==> src/rtl/kscc_pkg.sv <==
// Shared types for the kill-switch channel controller.
// Channel state encoding, per-channel control and LED flag bundles.
// No dependencies.
package kscc_pkg;

  localparam int unsigned MAX_CHANNELS  = 4;
  localparam logic [3:0]  SWITCH_MASK   = 4'h0F;
  localparam logic [15:0] DEBOUNCE_INIT = 16'd25;

  typedef enum logic [1:0] {
    CH_IDLE   = 2'd0,
    CH_FLIGHT = 2'd1,
    CH_DONE   = 2'd2
  } chan_state_t;

  typedef struct packed {
    logic armed;
    logic held;
    logic ack;
    logic fail;
    logic accept;
  } chan_ctl_t;

  typedef struct packed {
    logic fault;
    logic rx;
    logic killed;
  } chan_flags_t;

endpackage

==> src/rtl/kscc_channel.sv <==
// Per-channel poll logic: acknowledge, fail and switch handling for one channel.
// Purely combinational; depends on kscc_pkg.
module kscc_channel (
  input  kscc_pkg::chan_state_t state,
  input  kscc_pkg::chan_flags_t flags,
  input  kscc_pkg::chan_ctl_t   ctl,
  output kscc_pkg::chan_state_t state_next,
  output kscc_pkg::chan_flags_t flags_next,
  output logic                  sent
);
  import kscc_pkg::*;

  always_comb begin
    state_next = state;
    flags_next = flags;
    sent       = 1'b0;

    if (ctl.ack) begin
      flags_next.rx = 1'b1;
      state_next    = CH_DONE;
    end

    if (ctl.fail) begin
      flags_next.fault = 1'b1;
      if (ctl.held && ctl.accept) begin
        state_next = CH_FLIGHT;
        sent       = 1'b1;
      end else begin
        state_next = CH_IDLE;
      end
    end

    if (ctl.armed) begin
      if (!ctl.held) begin
        state_next = CH_IDLE;
        flags_next = '0;
      end else if (state_next == CH_IDLE) begin
        flags_next.killed = 1'b1;
        if (ctl.accept) begin
          state_next = CH_FLIGHT;
          sent       = 1'b1;
        end else begin
          flags_next.fault = 1'b1;
        end
      end
    end
  end

endmodule

==> src/rtl/kill_switch_channel_controller_unit.sv <==
// Top level of the kill-switch channel controller: input register, switch
// debounce, per-channel logic and result register. Depends on kscc_pkg, kscc_channel.
//
//   channel | handshake           | word
//   --------+---------------------+------------------------------------------------
//   in      | in_valid / in_stall | armed switch_port read_valid now_ms ack/fail/accept
//   out     | out_valid/out_stall | send_mask led_port_a led_port_b arm_led states
//   cfg     | cfg_we              | cfg_wdata (debounce period)
//
// One word per cycle sustained while out_stall is low; each result is registered.
// Channel state and latches update when a word moves from the input register to the
// result register, so the next word sees them with no gap.
// rst (synchronous) clears all state and loads the debounce period with 25.
// A stalled result holds; the input register still takes a word while it is empty.
module kill_switch_channel_controller_unit #(
  parameter int unsigned CHANNELS = 4
) (
  input  logic        clk,
  input  logic        rst,
  input  logic        cfg_we,
  input  logic [15:0] cfg_wdata,
  input  logic        in_valid,
  output logic        in_stall,
  input  logic        armed,
  input  logic [7:0]  switch_port,
  input  logic        read_valid,
  input  logic [31:0] now_ms,
  input  logic [3:0]  ack_events,
  input  logic [3:0]  fail_events,
  input  logic [3:0]  send_accept,
  output logic        out_valid,
  input  logic        out_stall,
  output logic [3:0]  send_mask,
  output logic [7:0]  led_port_a,
  output logic [7:0]  led_port_b,
  output logic        arm_led,
  output logic [7:0]  channel_states
);
  import kscc_pkg::*;

  logic [15:0] debounce_val;

  logic        s1_valid;
  logic        s1_armed;
  logic [7:0]  s1_port;
  logic        s1_read_valid;
  logic [31:0] s1_now;
  logic [3:0]  s1_ack;
  logic [3:0]  s1_fail;
  logic [3:0]  s1_accept;

  chan_state_t chan_state      [CHANNELS];
  chan_state_t chan_state_next [CHANNELS];
  logic [7:0]  fault_rx_latch;
  logic [7:0]  fault_rx_next;
  logic [3:0]  killed_latch;
  logic [3:0]  killed_next;
  logic [3:0]  raw_switches;
  logic [3:0]  raw_switches_next;
  logic [3:0]  stable_switches;
  logic [3:0]  stable_switches_next;
  logic [31:0] raw_since_ms;
  logic [31:0] raw_since_ms_next;

  logic [3:0]  raw_now;
  logic [31:0] elapsed;
  logic [3:0]  sent_vec;
  logic [7:0]  states_vec;
  logic [3:0]  flight_mask;
  logic        advance;
  logic        in_take;

  // Handshake: the result register frees when it is empty or taken.
  assign advance  = s1_valid && (!out_valid || !out_stall);
  assign in_stall = s1_valid && !advance;
  assign in_take  = in_valid && !in_stall;

  always_ff @(posedge clk) begin
    if (rst) begin
      debounce_val <= DEBOUNCE_INIT;
    end else if (cfg_we) begin
      debounce_val <= cfg_wdata;
    end
  end

  always_ff @(posedge clk) begin
    if (rst) begin
      s1_valid <= 1'b0;
    end else begin
      s1_valid <= in_take || (s1_valid && !advance);
    end
  end

  always_ff @(posedge clk) begin
    if (in_take) begin
      s1_armed      <= armed;
      s1_port       <= switch_port;
      s1_read_valid <= read_valid;
      s1_now        <= now_ms;
      s1_ack        <= ack_events;
      s1_fail       <= fail_events;
      s1_accept     <= send_accept;
    end
  end

  // Debounce the active-low switches as a group.
  assign raw_now = ~s1_port[3:0] & SWITCH_MASK;
  assign elapsed = s1_now - raw_since_ms;

  always_comb begin
    raw_switches_next    = raw_switches;
    raw_since_ms_next    = raw_since_ms;
    stable_switches_next = stable_switches;
    if (s1_read_valid) begin
      if (raw_now != raw_switches) begin
        raw_switches_next = raw_now;
        raw_since_ms_next = s1_now;
      end else if (elapsed >= {16'd0, debounce_val}) begin
        stable_switches_next = raw_now;
      end
    end
  end

  for (genvar ch = 0; ch < MAX_CHANNELS; ch++) begin : g_chan
    if (ch < CHANNELS) begin : g_on
      chan_ctl_t   ctl;
      chan_flags_t flags;
      chan_flags_t flags_next;

      assign ctl.armed  = s1_armed;
      assign ctl.held   = stable_switches_next[ch];
      assign ctl.ack    = s1_ack[ch];
      assign ctl.fail   = s1_fail[ch];
      assign ctl.accept = s1_accept[ch];

      assign flags.fault  = fault_rx_latch[ch];
      assign flags.rx     = fault_rx_latch[4+ch];
      assign flags.killed = killed_latch[ch];

      kscc_channel u_chan (
        .state      (chan_state[ch]),
        .flags      (flags),
        .ctl        (ctl),
        .state_next (chan_state_next[ch]),
        .flags_next (flags_next),
        .sent       (sent_vec[ch])
      );

      assign fault_rx_next[ch]   = flags_next.fault;
      assign fault_rx_next[4+ch] = flags_next.rx;
      assign killed_next[ch]     = flags_next.killed;
      assign states_vec[2*ch +: 2] = chan_state_next[ch];
      assign flight_mask[ch]       = (channel_states[2*ch +: 2] == CH_FLIGHT);
    end else begin : g_off
      assign fault_rx_next[ch]     = fault_rx_latch[ch];
      assign fault_rx_next[4+ch]   = fault_rx_latch[4+ch];
      assign killed_next[ch]       = killed_latch[ch];
      assign sent_vec[ch]          = 1'b0;
      assign states_vec[2*ch +: 2] = 2'd0;
      assign flight_mask[ch]       = 1'b0;
    end
  end

  always_ff @(posedge clk) begin
    if (rst) begin
      for (int unsigned k = 0; k < CHANNELS; k++) begin
        chan_state[k] <= CH_IDLE;
      end
      fault_rx_latch  <= '0;
      killed_latch    <= '0;
      raw_switches    <= '0;
      stable_switches <= '0;
      raw_since_ms    <= '0;
    end else if (advance) begin
      for (int unsigned k = 0; k < CHANNELS; k++) begin
        chan_state[k] <= chan_state_next[k];
      end
      fault_rx_latch  <= fault_rx_next;
      killed_latch    <= killed_next;
      raw_switches    <= raw_switches_next;
      stable_switches <= stable_switches_next;
      raw_since_ms    <= raw_since_ms_next;
    end
  end

  always_ff @(posedge clk) begin
    if (rst) begin
      out_valid <= 1'b0;
    end else begin
      out_valid <= advance || (out_valid && out_stall);
    end
  end

  always_ff @(posedge clk) begin
    if (advance) begin
      send_mask      <= sent_vec;
      led_port_a     <= fault_rx_next;
      led_port_b     <= {killed_next, 4'b0000};
      arm_led        <= s1_armed;
      channel_states <= states_vec;
    end
  end

  a_stall_needs_word: assert property (@(posedge clk) disable iff (rst)
    in_stall |-> s1_valid)
    else $error("input stalled with an empty input register");

  a_sent_in_flight: assert property (@(posedge clk) disable iff (rst)
    out_valid |-> ((send_mask & ~flight_mask) == 4'd0))
    else $error("send reported on a channel not in flight");

  a_stable_from_raw: assert property (@(posedge clk) disable iff (rst)
    (!$past(rst) && !$stable(stable_switches)) |-> (stable_switches == raw_switches))
    else $error("stable switches moved away from the raw value");

  a_hold_result: assert property (@(posedge clk) disable iff (rst)
    (out_valid && out_stall) |=> !$past(advance))
    else $error("result register overwritten while stalled");

endmodule

==> config.mk <==
export PLATFORM = sky130hd
export DESIGN_NAME = kill_switch_channel_controller_unit
export DESIGN_NICKNAME = d
export VERILOG_FILES = /design/src/rtl/kscc_pkg.sv /design/src/rtl/kscc_channel.sv /design/src/rtl/kill_switch_channel_controller_unit.sv
export SDC_FILE = /design/constraint.sdc
export NUM_CORES = 1
export LEC_CHECK = 0
export ABC_AREA = 1
export BUFFER_PORTS_ARGS = -buffer_cell sky130_fd_sc_hd__buf_2
export CORE_ASPECT_RATIO = 0.75
export CORE_MARGIN = 4
export CORE_UTILIZATION = 35
export DETAILED_ROUTE_END_ITERATION = 8
export HOLD_SLACK_MARGIN = 0.1
export PLACE_DENSITY = 0.66
export SETUP_SLACK_MARGIN = 0.02
export SLEW_MARGIN = 0
export SYNTH_ARGS = -nofsm -noshare
export SYNTH_HDL_FRONTEND = slang
export SYNTH_SLANG_ARGS = --single-unit
==> constraint.sdc <==
create_clock -name clk -period 3.6 [get_ports clk]
set_input_delay 0.9 -clock clk [delete_from_list [all_inputs] [get_ports clk]]
set_output_delay 0.9 -clock clk [all_outputs]
set_load 0.1 [all_outputs]
==> metrics.md, run 1 <==
| Metric | Value |
|---|---|
| EDFF count, synth | 83 |
| Nets | 1424 |
| Final wirelength | 22.0 mm |
| Max Cap Viol | 0 |
| Cell Int Power | 3370 uW |
| Syn avg cell area | 7.77 sq um |
| Die width | 190 um |
| RR Startpoint | s1_now[4] |
| Critical Path RT | 3780 ps |
| FF-to-FF path depth | 26 |
| Status | finished with violations |
| Clk sinks | 153 |
| CP startpoint kind | flop |
| Post-route ant nets | 0 |
| Vias in the first global route | 7013 |
| # DRC | 0 |
| PortBufs | 97 |
| Inst Count DP | 1590 |
| Synth Cell Area | 8690 sq um |
| Pre-CTS setup slack | -209 ps |
| Row cnt | 49 |
| Sw Ratio | 0.335 |
| Layout cells sized above 1 | 0.275 |
| Top-area cell type share of the netlist area | 0.287 |
| Max-slew headroom | 0.305 |
| Setup TNS Final | -180 ps |
| Psw | 1700 uW |
| Post-synth top cells | nand2_1, inv_1, edfxtp_1 |
| GRT Resource Usage Total | 0.162 |
| Die Ht | 144 um |
| Unrepaired setup endpoints after global routing | true |
| Drt via density | 4.49 |
| Worst Setup End Kind | flop |
| IO Pins | 106 |
| Fin area | 11300 sq um |
| VDD IR max | 0.377 mV |
| First-pass GRT wire length | 35.3 mm |
| Worst Hold End | raw_since_ms[18] |
| Synth Register Bits | 153 |
| Routability Congestion | 0.861 |
| Most used DFF post-synth | edfxtp_1 |
| CTS tree | built |
| Top-count cell post-synth | nand2_1 |
| DPL Wire Length | 16.4 mm |
| CP max FO | 6 |
| Initial Util | 0.359 |
| Worst EP arrival | 3810 ps |
| Failing checks | negative setup slack |
| Distinct cell type count after synthesis | 35 |
| DR WL/cell | 13.4 um |
| Share of power burned in registers | 0.394 |
| Clock-pin slew on the worst setup and hold paths | 70 ps |
| First DRT Iteration DRCs | 515 |
| Fin. max-slew vios | 0 |
| Drt pass-1 iters | 5 |
| Fin. Hold Viols | 0 |
| Layout Skew | 15.1 ps |
| CTS root buffer | clkbuf_16 |
| Worst Max-Slew Pin Slew | 1040 ps |
| Num CTS Buffers | 17 |
| Initial antenna violation count | 1 |
| Async set-reset flop share out of synthesis | 0 |
| P&R area growth vs syn | 30.3% |
| Synth Instances | 1119 |
| PwrDens | 448 nW/um^2 |
| Reg2Reg Setup Slack | -30 ps |
| WS Path Type | reg -> reg |
| Post-route minimum period | 3630 ps |
| Final Non-Filler Cells | 1645 |
| H-tree depth | 4 |
| # setup viols final | 15 |
| Comb power frac | 0.253 |
| Clock buffer depth | 2 |
| Vias | 7386 |
| Clock power share | 0.353 |
| Hold_ws | 453 ps |
| Sequential-to-total area share from yosys stat | 0.448 |
| DP Area | 9980 sq um |
| ANT cells | 0 |
| Leakage | 0.00547 uW |
| Grt total ovfl | 0 |
| Min-delay src | raw_since_ms[18] |
| Setup WS post-layout | -34.1 ps |
| Clock Latency Late Sink | 440 ps |
| Reg2reg end | chan_state[1][0] |
| Core area | 24200 sq um |
| Hold Crit Class | reg -> reg |
| Final worst path period share | 1.01 |
| Synth area leader | edfxtp_1 |
| Die Footprint | 27400 sq um |
| Warnings from Yosys | 0 |
| Hold path cells | 2 |
| Synth top area cells | edfxtp_1, dfxtp_1, nand2_1 |
| Largest net degree at the start of global routing | 63 |
| Fmax achieved | 275 MHz |
| Filler Cells Inserted | 2374 |
cell usage in the layout (no fill, tap or decap), types with 4 or more instances in the layout:
master / count
nand2_1: 256
inv_1: 221
buf_2: 97
edfxtp_1: 83
buf_4: 78
a21oi_1: 74
dfxtp_1: 69
nor2_1: 58
o21ai_0: 57
nand3_1: 43
nand2_2: 35
ha_1: 32
nand2_4: 21
clkbuf_16: 17
nor2_2: 15
ha_4: 15
inv_2: 14
nand3_2: 14
xor2_1: 14
nand4_1: 12
a21oi_2: 8
o21ai_1: 8
o22ai_1: 8
nor2_4: 7
nand2_8: 5
nand4_4: 4
xor2_2: 4
conb_1: 4
clkinv_8: 4
inv_8: 4
inv_6: 4
buf_6: 4
worst max-delay path, stage by stage (launching register included):
cell and delay [ps]:
edfxtp_1 440, ha_4 300, nand2_4 100, inv_1 60, nand2_2 70, nand3_2 90
buf_6 130, xor2_2 130, ha_1 320, a21oi_2 140, nor2_1 50, nor3_1 160
nand2_1 100, nand2_1 70, nand2_1 60, nand2_1 100, nand2_1 60, nor2_1 110
nand2_1 70, nor2_2 120, nand2_4 120, nand2_8 140, nand2_4 80, nand2_2 90
nand2_4 90, nand2_2 110, nor2_1 40
per-stage QoR:
step	total power, uW	utilization
final	5070	0.468
after global routing	5360	0.468
after CTS	5020	0.453
after detailed placement	3140	0.412
after global placement	3120	0.412
after floorplan	2790	-
sequential cells by signal, summed over array words and instances (netlist names), 8 cells and up:
name            count
raw_since_ms       32
s1_now             32
debounce_val       16
chan_state          8
channel_states      8
fault_rx_latch      8
led_port_a          8
layer usage:
metal	up-vias	wire (um)	track usage
met4	2	309	0.0449
li1	3910	-	-
met1	3315	11100	0.228
met2	132	9580	0.253
met5	-	13	0
met3	27	1030	0.0369
power by group through the flow:
| stage | logic (uW) | registers, uW | clock network, uW |
|---|---|---|---|
| global placement | 1090 | 2030 | 0 |
| global route | 1430 | 2000 | 1920 |
| finish | 1280 | 2000 | 1790 |
| detailed placement | 1110 | 2030 | 0 |
| CTS | 1200 | 1990 | 1830 |
| floorplan | 665 | 2130 | 0 |
cell type report:
cell class              instances  area [sq um]  share of cell area
well taps                     331           414              0.0366
multi-input cells             713          4400               0.389
flip-flops and latches        153          3890               0.344
clock inverters                15           170              0.0150
inverters                     236           886              0.0782
clock buffers                  17           425              0.0376
repair buffers                180          1140               0.100
timing repair:
item                                    CTS  global route
endpoints found under the setup margin   47            48
buffers inserted                         11            12
pin swaps                                29            38
resized for setup                        62            65
hold buffers                              0             0
kinds of logic (layout without fill, tap and decap cells):
kind of cell	after synthesis	count (layout)	synth area share
other	1	4	0.000431
adders and majority gates	48	48	0.0700
and+or+nand+nor	481	481	0.254
AOI/OAI and AO/OA	161	161	0.0957
buffers and inverters	256	448	0.112
DFF	153	153	0.448
xor gates and xnor gates	19	19	0.0191
worst max-delay path by stage:
stage / depth (start not counted) / start / slack (ps) / to
final: 26 / s1_now[4] / -30 / chan_state[1][0]
after global routing: 26 / s1_now[9] / -230 / fault_rx_latch[1]
after CTS: 26 / s1_now[0] / -20 / chan_state[1][0]
after detailed placement: 26 / s1_now[0] / -210 / chan_state[3][1]
after global placement: 26 / s1_now[0] / -180 / chan_state[3][0]
after floorplan: 6 / out_stall / 120 / chan_state[0][0]
Note: power is estimated with default switching activity, not from simulation.
==> run 2: changes to the inputs <==
--- a/config.mk
+++ b/config.mk
@@ -8,11 +8,11 @@
 export ABC_AREA = 1
 export BUFFER_PORTS_ARGS = -buffer_cell sky130_fd_sc_hd__buf_2
 export CORE_ASPECT_RATIO = 0.75
-export CORE_MARGIN = 4
 export CORE_UTILIZATION = 35
 export DETAILED_ROUTE_END_ITERATION = 8
 export HOLD_SLACK_MARGIN = 0.1
 export PLACE_DENSITY = 0.66
+export RECOVER_POWER = 100
 export SETUP_SLACK_MARGIN = 0.02
 export SLEW_MARGIN = 0
 export SYNTH_ARGS = -nofsm -noshare
==> run 2 against run 1 <==
The run ends with max-capacitance violations, max-slew violations left. Largest cell class unchanged. Flip-flop and latch count unchanged. Clock skew decreased by 1.4 ps. Sequential share of layout area is 0.12 points lower. Clock-buffer cell count is the same. Design area is 0.33% higher. Critical path depth is the same. Fmax is 1.1% higher. Hold slack improved by 4.4 ps. Combinational power hardly changed. First-iteration DRC count decreased by 29%. Critical path type unchanged.
==> metrics.md, run 2 (synthesis results as in run 1) <==
| Metric | Value |
|---|---|
| Status | finished with violations (unchanged) |
| Failing checks | max-capacitance violations, max-slew violations (was negative setup slack) |
| CP max FO | 6 (unchanged) |
| Layout Skew | 13.7 ps (was 15.1 ps) |
| Nets | 1426 (was 1424) |
| Largest net degree at the start of global routing | 63 (unchanged) |
| # setup viols final | 0 (was 15) |
| Vias | 7437 (was 7386) |
| CP startpoint kind | flop (unchanged) |
| Die Footprint | 25500 sq um (was 27400 sq um) |
| First DRT Iteration DRCs | 366 (was 515) |
| Row cnt | 49 (unchanged) |
| First-pass GRT wire length | 35.2 mm (was 35.3 mm) |
| Final Total Pwr | 5110 uW (was 5070 uW) |
| Clk sinks | 153 (unchanged) |
| Fin. Hold Viols | 0 (unchanged) |
| Drt via density | 4.51 (was 4.49) |
| Fin. max-slew vios | 52 (was 0) |
| Grt total ovfl | 0 (unchanged) |
| # DRC | 0 (unchanged) |
| Leakage | 0.00542 uW (was 0.00547 uW) |
| CTS tree | built (unchanged) |
| Clock buffer depth | 2 (unchanged) |
| Initial antenna violation count | 4 (was 1) |
| Worst Setup End Kind | flop (unchanged) |
| GRT Resource Usage Total | 0.176 (was 0.162) |
| Most common cell after layout, fill and taps aside | nand2_1 (unchanged) |
| Layout cells sized above 1 | 0.255 (was 0.275) |
| Reg2Reg Setup Slack | 4 ps (was -30 ps) |
| Clock Latency Late Sink | 450 ps (was 440 ps) |
| Critical Path RT | 3780 ps (about the same) |
| DPL Wire Length | 15.8 mm (was 16.4 mm) |
| Drt pass-1 iters | 5 (unchanged) |
| P&R area growth vs syn | 30.8% (was 30.3%) |
| Final wirelength | 21.7 mm (was 22.0 mm) |
| Die Ht | 138 um (was 144 um) |
| Worst EP arrival | 3770 ps (was 3810 ps) |
| PwrDens | 450 nW/um^2 (was 448 nW/um^2) |
| Core area | 24200 sq um (about the same) |
| Max Cap Viol | 1 (was 0) |
| IO Pins | 106 (unchanged) |
| DR WL/cell | 13.2 um (was 13.4 um) |
| VDD IR max | 0.352 mV (was 0.377 mV) |
| Die width | 184 um (was 190 um) |
| Hold_ws | 457 ps (was 453 ps) |
| Most frequent cells in the layout | nand2_1, inv_1, edfxtp_1 (was nand2_1, inv_1, buf_2) |
| Worst Max-Slew Pin Slew | 2150 ps (was 1040 ps) |
| Vias in the first global route | 7063 (was 7013) |
| Largest registers | raw_since_ms: 32 flops, s1_now: 32 flops, debounce_val: 16 flops (unchanged) |
| CTS root buffer | clkbuf_16 (unchanged) |
| Clock-pin slew on the worst setup and hold paths | 70 ps (about the same) |
| Post-CTS Hold Buffers | 0 (unchanged) |
| WS Path Type | reg -> reg (unchanged) |
| Routability Congestion | 0.869 (was 0.861) |
| Final worst path period share | 0.999 (was 1.01) |
| Unrepaired setup endpoints after global routing | true (unchanged) |
| Max-slew headroom | -0.432 (was 0.305) |
| Initial Util | 0.360 (was 0.359) |
| PortBufs | 97 (unchanged) |
| H-tree depth | 4 (unchanged) |
| Hold Crit Class | reg -> reg (unchanged) |
| Fmax achieved | 278 MHz (was 275 MHz) |
| Post-route minimum period | 3600 ps (was 3630 ps) |
| Post-route ant nets | 0 (unchanged) |
| Num CTS Buffers | 17 (unchanged) |
## run 2: cell count changes in the layout (fill, tap and decap cells not counted), sizes merged
cell | before | now
buf | 180 | 151
clkbuf | 17 | 48
clkinv | 7 | 9
clkinvlp | 1 | 0
diode | 0 | 2
inv | 243 | 242
## run 2: final timing paths
check,from,to,depth (start not counted)
worst max-delay path,s1_now[3],chan_state[0][0],26
worst min-delay path,fault_rx_latch[1],fault_rx_latch[1],2
worst min register to register,fault_rx_latch[1],fault_rx_latch[1],2
worst max register to register,s1_now[3],chan_state[0][0],26
## run 2: layout make-up
type,instances,area [sq um]
Fill cell,2388,12800
Multi-Input combinational cell,713,4460
Sequential cell,153,3890
Antenna cell,2,5.00
Inverter,236,888
Tap cell,331,414
Clock inverter,15,191
Clock buffer,17,425
Timing Repair Buffer,182,1090
## run 2: power breakdown
group / internal, uW / leakage (uW) / switching, uW
Clock: 945 / 0.000298 / 890
Sequential: 1950 / 0.00139 / 51.6
Combinational: 486 / 0.00374 / 790
Total: 3380 / 0.00542 / 1730
## run 2: stage by stage
stage                     utilization  setup TNS, ps  setup WS (ps)  std cells  area (sq um)
after detailed placement        0.414          -9000           -272       1593          9990
after global routing            0.471          -9310           -248       1649         11400
after CTS                       0.460          -1730          -81.5       1635         11100
final                           0.471              0           3.77       1649         11400
after global placement          0.414          -5390           -195       1593          9990
after floorplan                     -              0            123       1122          8700
## run 2: routing by layer
layer / part of all wire / vias to the layer above / global-route usage
met5: 0.00060 / - / 0
met4: 0.016 / 2 / 0.0522
met3: 0.045 / 27 / 0.0414
met2: 0.43 / 131 / 0.264
met1: 0.51 / 3371 / 0.251
li1: - / 3906 / -
## run 2: critical path, stage by stage, from the launching register on
cell,delay (ps)
edfxtp_1,460
ha_4,330
buf_6,120
nand2_4,50
nor2_4,120
nand2_2,80
nand3_4,90
nand2_2,60
nand2_2,90
xor2_2,160
ha_1,260
nand2_2,80
nor2_2,40
a211oi_2,190
nand2_1,80
nor2_1,80
nand2_1,60
nor2_2,100
nand2_1,70
nor2_2,120
nand2_4,110
nand2_8,160
nand2_8,80
nand2_4,80
nand2_4,90
nand2_2,120
nor2_2,40
## run 2: repair_timing
action | CTS | global route
cloned | 0 | 0
buffers inserted | 10 | 12
pin swaps | 40 | 37
endpoints found under the setup margin | 48 | 48
endpoints found under the hold margin | 0 | 0
resized for setup | 82 | 49
==> run 3: changes to the inputs <==
--- a/config.mk
+++ b/config.mk
@@ -7,7 +7,7 @@
 export LEC_CHECK = 0
 export ABC_AREA = 1
 export BUFFER_PORTS_ARGS = -buffer_cell sky130_fd_sc_hd__buf_2
-export CORE_ASPECT_RATIO = 0.75
+export CORE_ASPECT_RATIO = 2
 export CORE_UTILIZATION = 35
 export DETAILED_ROUTE_END_ITERATION = 8
 export HOLD_SLACK_MARGIN = 0.1
==> run 3 against run 2 <==
The run ends with max-capacitance violations, max-slew violations, negative setup slack left. Clock-buffer cell count is 3 higher. Sequential share of layout area is 0.36 points higher. Non-clock buffer count is 1 higher. Flip-flop and latch count stayed put. Clock power is 9.8% lower. Power is 2.8% lower. Final cell count hardly changed. Critical path depth is 1 higher. Core utilization is 1.0 points lower. Global-route usage is 1.4 points higher. Largest cell class unchanged. Highest routed layer is now met4.
==> metrics.md, run 3 (synthesis results as in run 1) <==
| Metric | Value |
|---|---|
| DR WL/cell | 14.0 um (was 13.2 um) |
| Initial Util | 0.356 (was 0.360) |
| Grt total ovfl | 0 (unchanged) |
| Layout cells sized above 1 | 0.256 (was 0.255) |
| Final Non-Filler Cells | 1648 (was 1649) |
| Post-route ant nets | 0 (unchanged) |
| Pre-CTS setup slack | -281 ps (was -272 ps) |
| Layout Skew | 12.3 ps (was 13.7 ps) |
| Fmax achieved | 273 MHz (was 278 MHz) |
| Inst Count DP | 1595 (was 1593) |
| Post-route minimum period | 3660 ps (was 3600 ps) |
| Most frequent cells in the layout | nand2_1, inv_1, edfxtp_1 (unchanged) |
| Leakage | 0.00535 uW (was 0.00542 uW) |
| Filler Cells Inserted | 2419 (was 2388) |
| DPL Wire Length | 17.9 mm (was 15.8 mm) |
| GR Util met2 | 0.387 (was 0.264) |
| # setup viols final | 30 (was 0) |
| P&R area growth vs syn | 29.4% (was 30.8%) |
| CTS tree | built (unchanged) |
| First DRT Iteration DRCs | 273 (was 366) |
| Most common cell after layout, fill and taps aside | nand2_1 (unchanged) |
| Post-CTS Hold Buffers | 0 (unchanged) |
| Clk sinks | 153 (unchanged) |
| Vias | 7550 (was 7437) |
| Failing checks | max-capacitance violations, max-slew violations, negative setup slack (was max-capacitance violations, max-slew violations) |
| First-pass GRT wire length | 36.7 mm (was 35.2 mm) |
| GRT Resource Usage Total | 0.190 (was 0.176) |
| Fin. Hold Viols | 0 (unchanged) |
| Drt pass-1 iters | 4 (was 5) |
| Fin area | 11200 sq um (was 11400 sq um) |
| Max-slew headroom | -0.319 (was -0.432) |
| IO Pins | 106 (unchanged) |
| H-tree depth | 4 (unchanged) |
| Vias in the first global route | 7724 (was 7063) |
| PortBufs | 97 (unchanged) |
| ANT cells | 0 (was 2) |
| CTS root buffer | clkbuf_16 (unchanged) |
| Worst Setup End Kind | flop (unchanged) |
| Critical Path RT | 3780 ps (about the same) |
| Die Ht | 225 um (was 138 um) |
| Area of the multi-input gates | 4430 sq um (was 4460 sq um) |
| GR Layer Usage met3 | 0.0318 (was 0.0414) |
| Row cnt | 81 (was 49) |
| Clock Latency Late Sink | 450 ps (about the same) |
| DP Area | 10000 sq um (was 9990 sq um) |
| Routability Congestion | 0.949 (was 0.869) |
| Num CTS Buffers | 17 (unchanged) |
| Hold Crit Class | reg -> reg (unchanged) |
| Gr busiest metal | met2 (unchanged) |
| Reg2Reg Setup Slack | -60 ps (was 4 ps) |
| Max Cap Viol | 2 (was 1) |
| CP max FO | 6 (unchanged) |
| Final worst path period share | 1.02 (was 0.999) |
| Largest net degree at the start of global routing | 63 (unchanged) |
| Die width | 113 um (was 184 um) |
| WS Path Type | reg -> reg (unchanged) |
| Largest registers | raw_since_ms: 32 flops, s1_now: 32 flops, debounce_val: 16 flops (unchanged) |
| PwrDens | 442 nW/um^2 (was 450 nW/um^2) |
| Met1 usage | 0.163 (was 0.251) |
| Unrepaired setup endpoints after global routing | true (unchanged) |
| Final Total Pwr | 4970 uW (was 5110 uW) |
| # DRC | 0 (unchanged) |
| Reg area | 3890 sq um (unchanged) |
| Core area | 24400 sq um (was 24200 sq um) |
| CP startpoint kind | flop (unchanged) |
| Clock buffer depth | 2 (unchanged) |
| Nets | 1427 (was 1426) |
| Worst Max-Slew Pin Slew | 1980 ps (was 2150 ps) |
| Worst EP arrival | 3840 ps (was 3770 ps) |
| Fin util | 0.460 (was 0.471) |
| Status | finished with violations (unchanged) |
| Die Footprint | 25500 sq um (about the same) |
| Initial antenna violation count | 0 (was 4) |
| Final wirelength | 23.1 mm (was 21.7 mm) |
| Clock-pin slew on the worst setup and hold paths | 60 ps (was 70 ps) |
| Fin. max-slew vios | 52 (unchanged) |
| Setup WS post-layout | -57.2 ps (was 3.77 ps) |
| Drt via density | 4.58 (was 4.51) |
| VDD IR max | 0.448 mV (was 0.352 mV) |
==> run 3: changes by cell type in the layout (fill, tap and decap cells not counted), sizes merged <==
| cell | change |
|---|---|
| buf | -3 |
| bufinv | +1 |
| clkbuf | +7 |
| clkinv | -4 |
| clkinvlp | +3 |
| diode | -2 |
| inv | -4 |
==> run 3: critical path: stages, from the launching register on <==
cell and delay (ps):
edfxtp_1 480, ha_4 340, buf_6 100, nand2_2 60, nor2_4 120, nand2_2 50
nand3_2 70, nand2_2 50, nand2_2 100, xor2_2 180, ha_1 260, nand2_2 60
nor2_1 50, a211oi_2 140, buf_4 150, nand2_2 40, nor2_1 80, nand2_1 60
nor2_1 90, nand2_1 70, nor2_2 130, nand2_4 120, nand2_8 140, nand2_4 90
nand2_4 100, nand2_8 80, nand2_2 100, nor2_1 40
==> run 3: through the flow <==
stage          hold slack (ps)  setup TNS, ps
6_report                   456           -850
5_1_grt                    471          -9110
4_1_cts                    457           -511
3_5_place_dp               445          -8410
3_3_place_gp               440          -6100
2_1_floorplan              427              0
==> run 3: area by class of cell <==
class,count,area share
Clock buffer,20,0.0388
Clock inverter,11,0.00901
Multi-Input combinational cell,713,0.394
Sequential cell,153,0.346
Tap cell,332,0.0369
Timing Repair Buffer,183,0.0965
Inverter,236,0.0790
==> run 3: what timing repair did <==
item / in CTS / in global routing
setup endpoints to repair: 46 / 48
setup buffers: 10 / 12
resized for setup: 76 / 68
pin swaps: 18 / 21
==> run 3: path summary, 6_finish.rpt <==
check                     from           endpoint  cells past startpoint
min          fault_rx_latch[1]  fault_rx_latch[1]                      2
max                  s1_now[3]   chan_state[2][1]                     27
max reg2reg          s1_now[3]   chan_state[2][1]                     27
min reg2reg  fault_rx_latch[1]  fault_rx_latch[1]                      2
==> run 3: power by group <==
| group | internal, uW | switching [uW] | leakage (uW) |
|---|---|---|---|
| Sequential | 1950 | 53.5 | 0.00139 |
| Combinational | 494 | 809 | 0.00371 |
| Clock | 945 | 716 | 0.000255 |
| Total | 3390 | 1580 | 0.00535 |
==> run 3: per-layer routing <==
layer  wire length, um  vias up  part of all wire
met1              7690     3433              0.33
met2             13500      153              0.58
met3               601       75             0.026
met5                 0        -                 0
li1                  -     3889                 -
met4              1280        0             0.056
